`src/rtl/core/ccthr_pkg.sv`:
```
// Types, codes and helpers for the corner chord tap/hold resolver.
// No dependencies; used by the top level and its checker.
package ccthr_pkg;

   typedef enum logic [1:0] {
      PH_IDLE,
      PH_PENDING,
      PH_HELD
   } phase_type;

   typedef enum logic [1:0] {
      OP_PRESS,
      OP_RELEASE,
      OP_TICK
   } opcode_type;

   typedef enum logic [1:0] {
      ACT_TAP,
      ACT_REG,
      ACT_UNREG,
      ACT_TOGGLE
   } action_type;

   typedef struct packed {
      logic        corner;
      action_type  action;
      logic [15:0] code;
   } rsp_type;

   // register indexes (paddr[3:2])
   localparam logic [1:0] REG_CHORD_TICKS = 2'd0;
   localparam logic [1:0] REG_MINUS_CODE  = 2'd1;
   localparam logic [1:0] REG_UNDER_CODE  = 2'd2;

   localparam logic [15:0] CHORD_TICKS_RST = 16'd50;
   localparam logic [15:0] MINUS_CODE_RST  = 16'd45;
   localparam logic [15:0] UNDER_CODE_RST  = 16'd557;

   localparam int          QUEUE_DEPTH = 2;

   // caps word swaps minus for underscore
   function automatic logic [15:0] send_code(input logic [15:0] code,
                                             input logic        caps,
                                             input logic [15:0] minus,
                                             input logic [15:0] under);
      return (caps && code == minus) ? under : code;
   endfunction

endpackage

```
`src/rtl/core/corner_chord_tap_hold_resolver.sv`:
```
// Corner chord tap/hold resolver: two corner keys, chord toggle, tap/hold timing.
// Depends on ccthr_pkg.
//
//   channel  | dir | handshake           | payload
//   ---------+-----+---------------------+------------------------------------------
//   req_     | in  | tvalid/tready       | tdata: key_code, caps_word; tuser: opcode, corner
//   rsp_     | out | tvalid/tready       | tdata: out_code; tuser: action, out_corner
//   csr_     | in  | psel/penable/pready | chord_ticks, minus_code, underscore_code
//
// One request per cycle while req_tready is high. Its result (if any) is registered into
// a two-entry output queue and reaches rsp_ behind older results; req_tready drops only
// while both entries hold results, so a stalled rsp_ side still lets one more request in.
// Synchronous reset clears corner state, empties the queue and loads the CSR reset values.
module corner_chord_tap_hold_resolver (
   input  logic        clock,
   input  logic        reset,
   // request channel
   input  logic        req_tvalid,
   output logic        req_tready,
   input  logic [23:0] req_tdata,   // [15:0] key_code, [16] caps_word, [23:17] zero
   input  logic [2:0]  req_tuser,   // [1:0] opcode, [2] corner
   // result channel
   output logic        rsp_tvalid,
   input  logic        rsp_tready,
   output logic [15:0] rsp_tdata,   // [15:0] out_code
   output logic [2:0]  rsp_tuser,   // [1:0] action, [2] out_corner
   // CSR port
   input  logic        csr_psel,
   input  logic        csr_penable,
   input  logic        csr_pwrite,
   input  logic [3:0]  csr_paddr,
   input  logic [31:0] csr_pwdata,
   output logic [31:0] csr_prdata,
   output logic        csr_pready
);

   // ---------------------------------------------------------------
   // CSRs
   // ---------------------------------------------------------------
   logic [15:0] chord_ticks_ff, chord_ticks_in;
   logic [15:0] minus_code_ff,  minus_code_in;
   logic [15:0] under_code_ff,  under_code_in;
   logic        csr_wr;

   assign csr_pready = 1'b1;
   assign csr_wr     = csr_psel && csr_penable && csr_pwrite && csr_pready;

   always_comb begin
      chord_ticks_in = chord_ticks_ff;
      minus_code_in  = minus_code_ff;
      under_code_in  = under_code_ff;
      if (csr_wr) begin
         case (csr_paddr[3:2])
            ccthr_pkg::REG_CHORD_TICKS: chord_ticks_in = csr_pwdata[15:0];
            ccthr_pkg::REG_MINUS_CODE:  minus_code_in  = csr_pwdata[15:0];
            ccthr_pkg::REG_UNDER_CODE:  under_code_in  = csr_pwdata[15:0];
            default: ;  // unmapped: dropped
         endcase
      end
   end

   always_comb begin
      case (csr_paddr[3:2])
         ccthr_pkg::REG_CHORD_TICKS: csr_prdata = {16'd0, chord_ticks_ff};
         ccthr_pkg::REG_MINUS_CODE:  csr_prdata = {16'd0, minus_code_ff};
         ccthr_pkg::REG_UNDER_CODE:  csr_prdata = {16'd0, under_code_ff};
         default:                    csr_prdata = 32'd0;
      endcase
   end

   always_ff @(posedge clock) begin
      if (reset) begin
         chord_ticks_ff <= ccthr_pkg::CHORD_TICKS_RST;
         minus_code_ff  <= ccthr_pkg::MINUS_CODE_RST;
         under_code_ff  <= ccthr_pkg::UNDER_CODE_RST;
      end else begin
         chord_ticks_ff <= chord_ticks_in;
         minus_code_ff  <= minus_code_in;
         under_code_ff  <= under_code_in;
      end
   end

   // ---------------------------------------------------------------
   // Request decode
   // ---------------------------------------------------------------
   ccthr_pkg::opcode_type req_op;
   logic        req_corner;
   logic        req_other;
   logic [15:0] req_code;
   logic        req_caps;
   logic        req_accept;

   assign req_op     = ccthr_pkg::opcode_type'(req_tuser[1:0]);
   assign req_corner = req_tuser[2];
   assign req_other  = ~req_tuser[2];
   assign req_code   = req_tdata[15:0];
   assign req_caps   = req_tdata[16];
   assign req_accept = req_tvalid && req_tready;

   // ---------------------------------------------------------------
   // Per-corner state
   // ---------------------------------------------------------------
   ccthr_pkg::phase_type phase_ff [2];
   ccthr_pkg::phase_type phase_in [2];
   logic [15:0] wait_ff    [2];
   logic [15:0] wait_in    [2];
   logic [15:0] pending_ff [2];
   logic [15:0] pending_in [2];
   logic [15:0] held_ff    [2];
   logic [15:0] held_in    [2];

   logic               res_valid;   // this request produces a result
   ccthr_pkg::rsp_type res;
   logic               tick_done;   // one hold resolves per tick
   logic [15:0]        load_ticks;

   // zero chord_ticks behaves like one
   assign load_ticks = (chord_ticks_ff == 16'd0) ? 16'd1 : chord_ticks_ff;

   always_comb begin
      for (int i = 0; i < 2; i++) begin
         phase_in[i]   = phase_ff[i];
         wait_in[i]    = wait_ff[i];
         pending_in[i] = pending_ff[i];
         held_in[i]    = held_ff[i];
      end
      res_valid  = 1'b0;
      res        = '0;
      tick_done  = 1'b0;

      case (req_op)
         ccthr_pkg::OP_PRESS: begin
            if (phase_ff[req_other] == ccthr_pkg::PH_PENDING) begin
               // chord: cancel the other corner, toggle game layer
               phase_in[req_other] = ccthr_pkg::PH_IDLE;
               wait_in[req_other]  = 16'd0;
               res_valid  = 1'b1;
               res.action = ccthr_pkg::ACT_TOGGLE;
               res.code   = 16'd0;
               res.corner = req_corner;
            end else begin
               // lone press (or repeat): restart countdown
               pending_in[req_corner] = req_code;
               phase_in[req_corner]   = ccthr_pkg::PH_PENDING;
               wait_in[req_corner]    = load_ticks;
            end
         end
         ccthr_pkg::OP_RELEASE: begin
            if (phase_ff[req_corner] == ccthr_pkg::PH_PENDING) begin
               phase_in[req_corner] = ccthr_pkg::PH_IDLE;
               wait_in[req_corner]  = 16'd0;
               res_valid  = 1'b1;
               res.action = ccthr_pkg::ACT_TAP;
               res.code   = ccthr_pkg::send_code(pending_ff[req_corner], req_caps,
                                                 minus_code_ff, under_code_ff);
               res.corner = req_corner;
            end else if (phase_ff[req_corner] == ccthr_pkg::PH_HELD) begin
               phase_in[req_corner] = ccthr_pkg::PH_IDLE;
               res_valid  = 1'b1;
               res.action = ccthr_pkg::ACT_UNREG;
               res.code   = held_ff[req_corner];
               res.corner = req_corner;
            end
         end
         ccthr_pkg::OP_TICK: begin
            // corner 0 wins if both expire; corner 1 then waits a tick at count 1
            for (int i = 0; i < 2; i++) begin
               if (phase_ff[i] == ccthr_pkg::PH_PENDING) begin
                  if (wait_ff[i] > 16'd1) begin
                     wait_in[i] = wait_ff[i] - 16'd1;
                  end else if (!tick_done) begin
                     tick_done   = 1'b1;
                     wait_in[i]  = 16'd0;
                     phase_in[i] = ccthr_pkg::PH_HELD;
                     held_in[i]  = ccthr_pkg::send_code(pending_ff[i], req_caps,
                                                        minus_code_ff, under_code_ff);
                     res_valid   = 1'b1;
                     res.action  = ccthr_pkg::ACT_REG;
                     res.code    = held_in[i];
                     res.corner  = 1'(i);
                  end
               end
            end
         end
         default: ;  // unused opcode: no effect
      endcase
   end

   always_ff @(posedge clock) begin
      if (reset) begin
         for (int i = 0; i < 2; i++) begin
            phase_ff[i]   <= ccthr_pkg::PH_IDLE;
            wait_ff[i]    <= 16'd0;
            pending_ff[i] <= 16'd0;
            held_ff[i]    <= 16'd0;
         end
      end else if (req_accept) begin
         for (int i = 0; i < 2; i++) begin
            phase_ff[i]   <= phase_in[i];
            wait_ff[i]    <= wait_in[i];
            pending_ff[i] <= pending_in[i];
            held_ff[i]    <= held_in[i];
         end
      end
   end

   // ---------------------------------------------------------------
   // Output queue: entry 0 is the head driving rsp_
   // ---------------------------------------------------------------
   ccthr_pkg::rsp_type q_ff [ccthr_pkg::QUEUE_DEPTH];
   ccthr_pkg::rsp_type q_in [ccthr_pkg::QUEUE_DEPTH];
   logic [1:0] cnt_ff, cnt_in;
   logic       push, pop;

   assign req_tready = (cnt_ff != 2'(ccthr_pkg::QUEUE_DEPTH));
   assign rsp_tvalid = (cnt_ff != 2'd0);
   assign rsp_tdata  = q_ff[0].code;
   assign rsp_tuser  = {q_ff[0].corner, q_ff[0].action};

   assign push = req_accept && res_valid;
   assign pop  = rsp_tvalid && rsp_tready;

   always_comb begin
      q_in[0] = q_ff[0];
      q_in[1] = q_ff[1];
      cnt_in  = cnt_ff;
      if (pop && push) begin
         if (cnt_ff == 2'd1) begin
            q_in[0] = res;
         end else begin
            q_in[0] = q_ff[1];
            q_in[1] = res;
         end
      end else if (pop) begin
         q_in[0] = q_ff[1];
         cnt_in  = cnt_ff - 2'd1;
      end else if (push) begin
         if (cnt_ff == 2'd0) begin
            q_in[0] = res;
         end else begin
            q_in[1] = res;
         end
         cnt_in = cnt_ff + 2'd1;
      end
   end

   always_ff @(posedge clock) begin
      if (reset) begin
         cnt_ff <= 2'd0;
      end else begin
         cnt_ff <= cnt_in;
      end
   end

   always_ff @(posedge clock) begin
      q_ff[0] <= q_in[0];
      q_ff[1] <= q_in[1];
   end

endmodule

```
`config.mk`:
```
export PLATFORM = sky130hd
export DESIGN_NAME = corner_chord_tap_hold_resolver
export DESIGN_NICKNAME = d
export VERILOG_FILES = /design/src/rtl/core/ccthr_pkg.sv /design/src/rtl/core/corner_chord_tap_hold_resolver.sv
export SDC_FILE = /design/constraint.sdc
export NUM_CORES = 1
export LEC_CHECK = 0
export BUFFER_PORTS_ARGS = -buffer_cell sky130_fd_sc_hd__clkbuf_2
export CORE_MARGIN = 2
export CORE_UTILIZATION = 37
export CTS_CLUSTER_DIAMETER = 100
export DETAILED_ROUTE_END_ITERATION = 8
export PLACE_DENSITY_LB_ADDON = 0.25
export SYNTH_ARGS = -nofsm -noshare
export SYNTH_HDL_FRONTEND = slang
export SYNTH_SLANG_ARGS = --single-unit
```
`constraint.sdc`:
```
create_clock -name clock -period 9 [get_ports clock]
set_input_delay 1.35 -clock clock [delete_from_list [all_inputs] [get_ports clock]]
set_output_delay 1.35 -clock clock [all_outputs]
set_load 0.005 [all_outputs]
```
Yosys cells after proc, flatten, opt, wreduce, memory -nomap -nowiden

Memories as Yosys holds them, arrays and structs flattened.
Index checks and enable logic that the tools add are counted.

Bits in writable memories: 138
Bits in registers: 50
Memories: 5
Logic and storage cells: 168
Output and inout bits: 54

Memories:

| name       | words | bits a word | read ports | clocked after Yosys merged registers in | write ports | RTL line                              | text |
|---|---|---|---|---|---|---|---|
| q_ff       | 2     | 19          | 2          | 0                                       | 2           | corner_chord_tap_hold_resolver.sv:210 | `ccthr_pkg::rsp_type q_ff [ccthr_pkg::QUEUE_DEPTH];` |
| held_ff    | 2     | 16          | 1          | 0                                       | 2           | corner_chord_tap_hold_resolver.sv:109 | `logic [15:0] held_ff [2];` |
| pending_ff | 2     | 16          | 3          | 0                                       | 2           | corner_chord_tap_hold_resolver.sv:107 | `logic [15:0] pending_ff [2];` |
| wait_ff    | 2     | 16          | 2          | 0                                       | 2           | corner_chord_tap_hold_resolver.sv:105 | `logic [15:0] wait_ff [2];` |
| phase_ff   | 2     | 2           | 4          | 0                                       | 2           | corner_chord_tap_hold_resolver.sv:103 | `ccthr_pkg::phase_type phase_ff [2];` |

Add/subtract/negate cells: 4
Bitwise operators: 23
Muxes and demuxes: 82
Reductions and logical operators: 23
$lt $le $gt $ge: 6
Equality and inequality tests: 21

Operator list:

| cell                                                                   | number |
|---|---|
| 16-bit two-way mux                                                     | 22 |
| 19-bit two-way mux                                                     | 12 |
| 32-bit two-way mux                                                     | 5 |
| 32-bit case mux with 3 select lines                                    | 1 |
| 38-bit two-way mux                                                     | 2 |
| 32-bit AND                                                             | 2 |
| 32-bit bitwise mux                                                     | 2 |
| 32-bit NOT                                                             | 2 |
| 19-bit case mux with 3 select lines                                    | 1 |
| 16-bit == test                                                         | 3 |
| 16-bit case mux with 3 select lines                                    | 1 |
| 17-bit two-way mux                                                     | 2 |
| 16-bit demux with 1-bit select                                         | 2 |
| 16-bit by 1-bit > comparator with 1-bit output (second input constant) | 2 |
| 16-bit by 1-bit subtractor with 16-bit output (second input constant)  | 2 |
| 2-bit two-way mux                                                      | 11 |
| 16-bit logical NOT                                                     | 1 |
| 2-bit by 1-bit == test with 1-bit output (second input constant)       | 7 |
| 1-bit two-way mux                                                      | 14 |
| 4-bit two-way mux                                                      | 3 |
| 4-bit case mux with 3 select lines                                     | 1 |
| 1-bit logical AND                                                      | 11 |
| 4-bit AND                                                              | 2 |
| 4-bit NOT                                                              | 2 |
| 22 further kinds                                                       | 46 |

Longest topological paths before layout

Gate-level depths: netlist (run 1).
An unclocked memory read counts as a cell.

Depth in word-level cells: 14
Mapped depth: 18

Least setup slack after synthesis (run 1)

No wires, ideal clock.

Path kind: input to register
Start point: in req_tuser[2]
End point: mem q_ff[0][19] (netlist name) (enable)
Cell stages on the path: 13
Arrival time: 4989 ps
Required time: 8598 ps
Setup time: 402 ps
Slack: 3609 ps
Path through: buf_6 -> buf_8 -> buf_2 -> buf_2 -> clkbuf_1 -> mux2i_1 -> inv_1 -> ha_1 -> nand2b_1 -> a211o_1 -> ha_1 -> or3_1 -> o22ai_1

RTL lines:

| item               | RTL line                              | text |
|---|---|---|
| start: declaration | corner_chord_tap_hold_resolver.sv:21  | `input logic [2:0] req_tuser,` |
| end: declaration   | corner_chord_tap_hold_resolver.sv:210 |  |

==> results.md, run 1 <==
- The run finished with clean final reports.
- Subtracting the final worst setup slack from the clock period gives about 5.1 ns.
- The data arrival time of the critical path is around 5.4 ns.
- The sequential share of the synthesized area is 42.2%.
- The routability congestion estimate from global placement is 0.861.
- The most frequent cell after synthesis is nand2_1.
- The endpoint class of the critical path is a register.
- The largest stage delay on the critical path is 0.71 ns.
- In the final routed layout, each cell accounts on average for 19.2 um.
- For this design the ratio of total power to cell area is 187 nW/um2.
- The highest signal layer in the routed design is met4.
- The net count of the finished layout is 1416.
- The Yosys step of the flow raised 0 warnings.
- The cell sitting at the root of the clock tree is a clkbuf_16.
- The sum of routed wire length over all layers is 34300 um.
- The leakage component of the power is 4.89 nW.
- The critical path is of the in2reg type.
- The die outline area is 34400 um2.
- The number of buffers created by CTS is 17.
- Across the run, the number of max-cap violations was 0.
- The DRC violation total after the first TritonRoute iteration is 868.
- The largest individual stage delay along the critical path comes from the cell buf_4.
- The count of cells resized by post-cts repair is 0.
- The count of input and output buffers is 81.
- Counting flops with a built-in enable in the synthesized netlist gives 138.
- The primary flip-flop cell chosen by synthesis mapping is edfxtp_1.
- For this design, the sink count on the clock tree is approximately 190.
- The clock passes through at most 2 buffers.
- For flop-to-flop paths, the worst setup slack is 4.69 ns.
- Setup violations remaining at the end of the flow were counted as 0.
- Dividing the detail-routed via count by the number of cells gives approximately 5.6.
- The transition time of the tightest slew-check pin is 1.12 ns.
- Based on the critical path, the design can be clocked at up to about 200 MHz.
- In the routed design, unresolved DRC markers number 0.
- The register cell area after layout is 5140 um2.
- The signal on the critical path passes through buf_4 -> buf_4 -> o21ai_0 -> nand2_1 -> a21boi_1 -> a211o_1 -> inv_1 -> ha_1 -> nand2b_1 -> o21ai_1 -> buf_4 -> nor2_1 -> o21ai_0 -> o211ai_1.
- After filler insertion, the fill cell instance count of the layout stands at 3281.
- The worst min-delay path class is reg2reg.
- The initial antenna violation count came to 0.
- Across the VDD grid, the largest voltage drop is 0.000113 V.
- The cell accounting for the most synthesized area is edfxtp_1.
- The number of hold buffers added after CTS was 0.
- After floorplanning, the core was divided into 66 placement rows.
- The cell that appears most often on the critical path is buf_4.
- The cell area that synthesis handed to floorplanning was approximately 12000 um2.
- The H-tree generated during clock tree synthesis spans 4 levels.
- The post-route clock skew is approximately 0.017 ns.
- The worst reg2reg path startpoint is wait_ff[0][14].
- From bottom edge to top edge, the die measures 186 um.
- The post-detailed-placement half-perimeter wirelength is 24300 um.
- In the detailed route, the total length drawn on met3 is 2590 um.
- The overall overflow remaining after global route is 0.
- The number of slew-limit violations in the final report is 0.
- The clock transition at the registers of the reported paths is around 0.080 ns.
- After synthesis, the netlist uses 62 different library cells.
- The remaining max-slew budget at the tightest pin is 25.0%.
- The initial core utilization is between 30% and 40%.
- The combined area of the multi-input logic cells is 6330 um2.
- Tracing the worst setup path back leads to its startpoint at req_tuser[2].
- The average footprint of a synthesized cell is 9.08 um2.
- The first detailed-routing pass ran for 7 iterations.
- The detail route stage leaves a number of antenna-violating nets equal to 0.
- For the worst-skew pair, the clock arrives at the later sink with an insertion delay of 0.45 ns.
- The number of diodes is 0.
- The detailed-route wire length on metal 1 is 16500 um.
- Cells fill about two fifths of the core in the end.
- TritonCTS built the clock tree.
- In the finished design, the share of the clock period the worst path needs comes to 56.7%.
- Counting flops with an async set or reset pin after synthesis yields a share of 0%.
- Across all layers, the routed design uses 9974 vias.
- Detailed routing placed a total of 14500 um of wire on met2.
- Global routing used between 20% and 30% of the available tracks across all layers.
- The area fraction of the dominant cell type after synthesis is around 34%.
- The core region is 32500 um2.
- The maximum net fanout on the critical path is 52.
- The worst setup path endpoint is q_ff[0][15].
- In the final timing run, aggregate negative setup slack is 0 ns.
- The wire length of the first global-routing pass is between 50000 and 60000 um.
- The top-level I/O count is 124.
- Of the cells placed in the final design, the portion with a size suffix greater than 1 is approximately an eighth.
- The number of global-route vias before repair is 9050.
- The post-CTS setup repair buffer count is 0.
- In this run, synthesis produced a sequential element count of 188.
- The area growth from synthesis to final layout is 8.76%.
- The element type at the critical path start is an input port.
- The final hold violation count is 0.
- The reg-to-reg endpoint is q_ff[0][15].
- By area the synthesized netlist is led by edfxtp_1 (34%), mux2i_1 (9.4%), dfxtp_1 (8.2%), nand2_1 (5.6%), nor2_1 (4.0%).
- The die is 186 um wide.
- The largest net degree at the start of global routing is 74.
- By count the netlist is led by nand2_1 (181), edfxtp_1 (138), nor2_1 (129).
- The final-layout worst hold slack is a little under 0.5 ns.
- The post-synthesis instance total is 1344.
- The length in cells of the worst reg-to-reg path is 13.
- Data on the critical path is required at its endpoint by between 9 and 10 ns.
- Setup repair after global routing left no endpoint under its margin.
where the power goes:
part	internal, mW	switching [mW]	leakage, nW	total (mW)
logic	0.206	0.344	2.78	0.550
clock network	0.403	0.385	0.306	0.788
registers	1.05	0.0918	1.80	1.14
critical path, delay by kind of cell:
kind,cells,cell delay [ns]
buffers and inverters,4,1.39
AOI/OAI and AO/OA,6,1.39
and+or+nand+nor,3,0.99
adders and majority gates,1,0.20
sequential cells by signal, indices dropped and copies added, names as in the netlist:
register / cells
under_code_ff: 16
q_ff: 38
wait_ff: 32
cnt_ff: 2
held_ff: 32
chord_ticks_ff: 16
minus_code_ff: 16
pending_ff: 32
phase_ff: 4
logic make-up (layout without fill, tap and decap cells):
family                   Yosys count  count (layout)  share of synthesized area, %
flip-flops                       188             188                          42.2
other                              2              17                        0.0615
buffers and inverters            167             152                          6.70
AO/OA/AOI/OAI                    269             269                          14.6
multiplexers                     132             132                          11.3
adder cells (fa/ha/maj)           15              15                          1.54
XOR/XNOR                          51              51                          3.66
AND/OR/NAND/NOR                  520             520                          20.0
metrics by stage:
step                cell area, um2  instances  power, mW  worst slack (ns)
CTS                          13300       1786       2.49              3.86
finish                       13300       1786       2.48              3.90
floorplan                    12300       1359       1.56              3.61
global placement             12700       1754       1.70              3.46
global route                 13300       1786       2.60              3.59
detailed placement           12700       1754       1.71              3.40
layout by cell type (no fill, tap or decap), drive strengths merged, types with 5 or more instances in the layout:
master	netlist	layout
buf	63	22
nor3	37	37
clkinv	0	5
nor2b	22	22
xor2	27	27
o2111a	16	16
nand3b	13	13
nor3b	6	6
or3	8	8
mux2i	115	115
nand3	45	45
a221oi	32	32
nand2	181	181
nor4	11	11
a211oi	10	10
clkbuf	86	98
inv	18	26
o31ai	6	6
ha	15	15
mux2	17	17
conb	2	17
o41ai	5	5
o22ai	17	17
nand2b	11	11
o211ai	19	19
a21oi	69	69
nor2	129	129
o21ai	74	74
edfxtp	138	138
and2	18	18
dfxtp	50	50
nand4	29	29
xnor2	24	24
final cells by class:
| cell class | instances | area share [%] |
|---|---|---|
| multi-input combinational | 1004 | 47.7 |
| sequential | 188 | 38.8 |
| timing repair buffer | 102 | 4.26 |
| tap | 442 | 4.17 |
| clock buffer | 18 | 3.39 |
| clock inverter | 14 | 1.22 |
| inverter | 18 | 0.509 |
layer usage:
metal  global-route usage, %  up-vias
met3                    2.80       36
met4                    5.92        0
met5                       0        -
met1                    30.8     4748
met2                    29.0      393
li1                        -     4797
how the worst min path moves through the flow:
stage | start | end | slack, ns | depth (start not counted)
detailed placement | chord_ticks_ff[0] | chord_ticks_ff[0] | 0.47 | 2
CTS | chord_ticks_ff[0] | chord_ticks_ff[0] | 0.49 | 2
global placement | chord_ticks_ff[0] | chord_ticks_ff[0] | 0.47 | 2
global route | chord_ticks_ff[0] | chord_ticks_ff[0] | 0.53 | 2
finish | chord_ticks_ff[0] | chord_ticks_ff[0] | 0.48 | 2
floorplan | chord_ticks_ff[0] | chord_ticks_ff[0] | 0.45 | 2
Power figures use the tool's default switching activity.
==> run 2: changes to the inputs <==
Clock period 9 ns to 5.2 ns, I/O delays scaled along.
==> run 2 against run 1 <==
  * Cell area grew 0.36%
  * Wire length grew 1.2%
  * Clock-buffer cell count rose by 5
  * Clock skew down 0.0039 ns
  * Global-route usage up 0.11 points
  * Cell count up 0.22%
  * Die area unchanged
  * First-iteration DRC count increased by 25%
  * Clock power rose by 75%
  * Non-clock buffer count is 4 higher
  * Critical endpoint is now q_ff[0][11]
==> results.md, run 2 (synthesis gave the netlist of run 1 again) <==
- The run finished with clean final reports.
- The leakage component of the power is 4.92 nW (+0.61%).
- The transition time of the tightest slew-check pin is 1.20 ns (+0.0778 ns).
- The met2 demand-to-capacity share in global routing came to 29.0% (+0.060 points).
- The via count was 9985 (+0.11%).
- The count of H-tree levels built during CTS is 4 (unchanged).
- The number of buffers created by CTS is 17 (unchanged).
- The clock period could shrink to between 4 and 5 ns.
- The setup total negative slack is 0 ns (unchanged).
- The final hold violation count came to 0 (unchanged).
- The most crowded layer after global routing is met1.
- The non-filler instance count after layout is 1790 (+0.22%).
- The worst min-delay path class is reg2reg.
- The data arrival time of the critical path came to 4.56 ns (-0.83 ns).
- The endpoint class of the critical path is a register.
- The die outline area is 34400 um2 (unchanged).
- The initial core utilization is 37.5% (unchanged).
- From synthesis to final layout, the design area changed by 9.15%.
- The largest net degree at the start of global routing is 67 (-9.5%).
- The fill cell total of the finished layout is 3297 (+0.49%).
- The number of endpoints failing setup at the final stage was 0 (unchanged).
- The overall overflow remaining after global route is 0 (unchanged).
- The number of buffers added to fix hold violations after cts came to 0 (unchanged).
- The number of maximum-capacitance violations came to 0 (unchanged).
- The length in cells of the worst reg-to-reg path is 12 (-1).
- The clock transition at the registers of the reported paths is 0.07 ns (about the same).
- The most flop-heavy register is q_ff.
- The remaining number of nets flagged by the antenna check after routing came to 0 (unchanged).
- The count of cells along the worst hold path is 2 (unchanged).
- The count of cells resized by post-cts repair is 0 (unchanged).
- The number of DRC violations after detailed routing is 0 (unchanged).
- The insertion delay of the later-clocked pin in the worst-skew pair is 0.44 ns (about the same).
- The library cell used most frequently in the layout, excluding fill and tap cells, is nand2_1.
- The top-level I/O count was 124 (unchanged).
- The fraction of the cycle the final worst path needs is 82.5%.
- The initial antenna violation count is 1 (+1).
- The register-to-register setup slack was 0.91 ns (-3.78 ns).
- The placement row count is 66 (unchanged).
- The overall routing resource usage is 20.2% (+0.11 points).
- The die boundary width is 186 um (unchanged).
- The maximum vdd drop is 0.000187 V (+66%).
- The post-detailed-route via-to-cell ratio was 5.58 (-0.11%).
- The number of slew-limit violations in the final report is 0 (unchanged).
- The root buffer cell chosen for the clock tree is clkbuf_16.
- The combined area of the multi-input logic cells was 6320 um2 (about the same).
- The number of global-route vias before repair is 9162 (+1.2%).
- The routability congestion estimate from global placement is 0.842 (-2.1%).
- The startpoint identified for the worst register-to-register timing path is wait_ff[0][14].
- The fraction of met1 tracks used by global routing was 30.6% (-0.24 points).
- The fmax is 233 MHz.
- The power density of the placed cells is 324 nW/um2 (+73%).
- The launch point of the worst hold path is chord_ticks_ff[0].
- The die span in y is 186 um (unchanged).
- In the layout the commonest cells are nand2_1 (180), edfxtp_1 (138), nor2_1 (129).
- The largest stage delay on the critical path is 0.77 ns (+0.06 ns).
- The placed instance count is 1758 (+0.23%).
- The critical path goes through or4_1 -> nor3_1 -> nand3_1 -> o21ai_1 -> a21boi_1 -> a211o_1 -> inv_1 -> ha_1 -> o21ai_1 -> nor2_1 -> o21ai_0 -> o211ai_1.
- In this design, the critical path's most frequently occurring cell is o21ai_1.
- The number of diodes is 0 (unchanged).
- The post-detailed-placement half-perimeter wirelength is 24500 um (+0.89%).
- The length of the first detailed-routing pass in iterations is 5 (-2).
- The maximum number of buffers from clock root to sink is 2 (unchanged).
- The slowest cell on the critical path is nor2_1.
- The endpoint identified for the worst register-to-register timing path is q_ff[0][11].
- The post-CTS setup repair buffer count is 0 (unchanged).
- The count of input and output buffers is 81 (unchanged).
- The end of the worst hold path is chord_ticks_ff[0].
- The DRC violation total after the first TritonRoute iteration is 1088 (+25%).
- The number of flip-flops in the largest register came to 38 (unchanged).
- The routing usage on met3 is 3.15% (+0.35 points).
- The count of clock tree sinks is 188 (unchanged).
- The register cell area after layout came to 5140 um2 (unchanged).
- The average wire per cell in the routed design is 19.4 um (+1.0%).
- The net count of the finished layout was 1420 (+0.28%).
- The wire length of the first global-routing pass is 53900 um (+0.97%).
- The maximum net fanout on the critical path is 16 (-69%).
- The sum of routed wire length over all layers was 34700 um (+1.2%).
- The remaining max-slew budget at the tightest pin is 19.8% (-5.2 points).
- The data required time of the critical path is 5.47 ns (-3.82 ns).
- Setup repair after global routing left no endpoint under its margin.
- The post-route clock skew is 0.0131 ns (-0.00394 ns).
- STA classifies the critical path startpoint as a register.
- The worst setup path is of the reg2reg kind.
- TritonCTS built the clock tree.
- The fraction of final layout cells sized beyond drive strength 1 is 12.7% (+0.11 points).
- The area of the core is 32500 um2 (unchanged).
run 2: worst max-delay path by stage:
stage | from | end | cells after the start | slack, ns
final | wait_ff[0][14] | q_ff[0][11] | 12 | 0.91
after global routing | wait_ff[0][14] | q_ff[0][11] | 12 | 0.58
after CTS | wait_ff[0][13] | q_ff[0][4] | 12 | 1.01
after detailed placement | req_tuser[2] | q_ff[0][4] | 12 | 0.79
after global placement | req_tuser[2] | q_ff[0][7] | 12 | 0.91
after floorplan | req_tuser[2] | q_ff[0][19] | 13 | 0.38
run 2: layer usage:
layer | share of wire (%) | vias to the layer above
met4 | 2.3 | 0
met1 | 48 | 4745
met3 | 7.0 | 36
li1 | - | 4819
met2 | 42 | 385
met5 | 0 | -
run 2: area by class of cell:
class / count / share of cell area [%]
Clock buffer: 23 / 4.15
Clock inverter: 9 / 0.611
Inverter: 18 / 0.507
Multi-Input combinational cell: 1004 / 47.5
Sequential cell: 188 / 38.6
Tap cell: 442 / 4.15
Timing Repair Buffer: 106 / 4.47
run 2: through the flow:
stage | utilization (%) | worst slack, ns | area (um2) | total power [mW] | hold WS (ns)
finish | 40.9 | 0.911 | 13300 | 4.32 | 0.476
global route | 40.9 | 0.576 | 13300 | 4.54 | 0.522
CTS | 40.9 | 1.01 | 13300 | 4.35 | 0.475
detailed placement | 39.0 | 0.793 | 12700 | 2.97 | 0.465
global placement | 39.0 | 0.912 | 12700 | 2.95 | 0.464
floorplan | - | 0.379 | 12300 | 2.70 | 0.448
run 2: power by group:
part | internal (mW) | switching [mW] | total [mW] | leakage [nW]
Combinational | 0.361 | 0.596 | 0.957 | 2.79
Sequential | 1.82 | 0.162 | 1.98 | 1.80
Clock | 0.783 | 0.598 | 1.38 | 0.320
Total | 2.96 | 1.36 | 4.32 | 4.92
run 2: worst max-delay path: cells and delay by family, from the launching register on:
family / cells / cell delay [ns]
AND/OR/NAND/NOR: 4 / 2.05
buffers and inverters: 1 / 0.08
adder cells (fa/ha/maj): 1 / 0.17
AO/OA/AOI/OAI: 6 / 1.33
flip-flops: 1 / 0.48
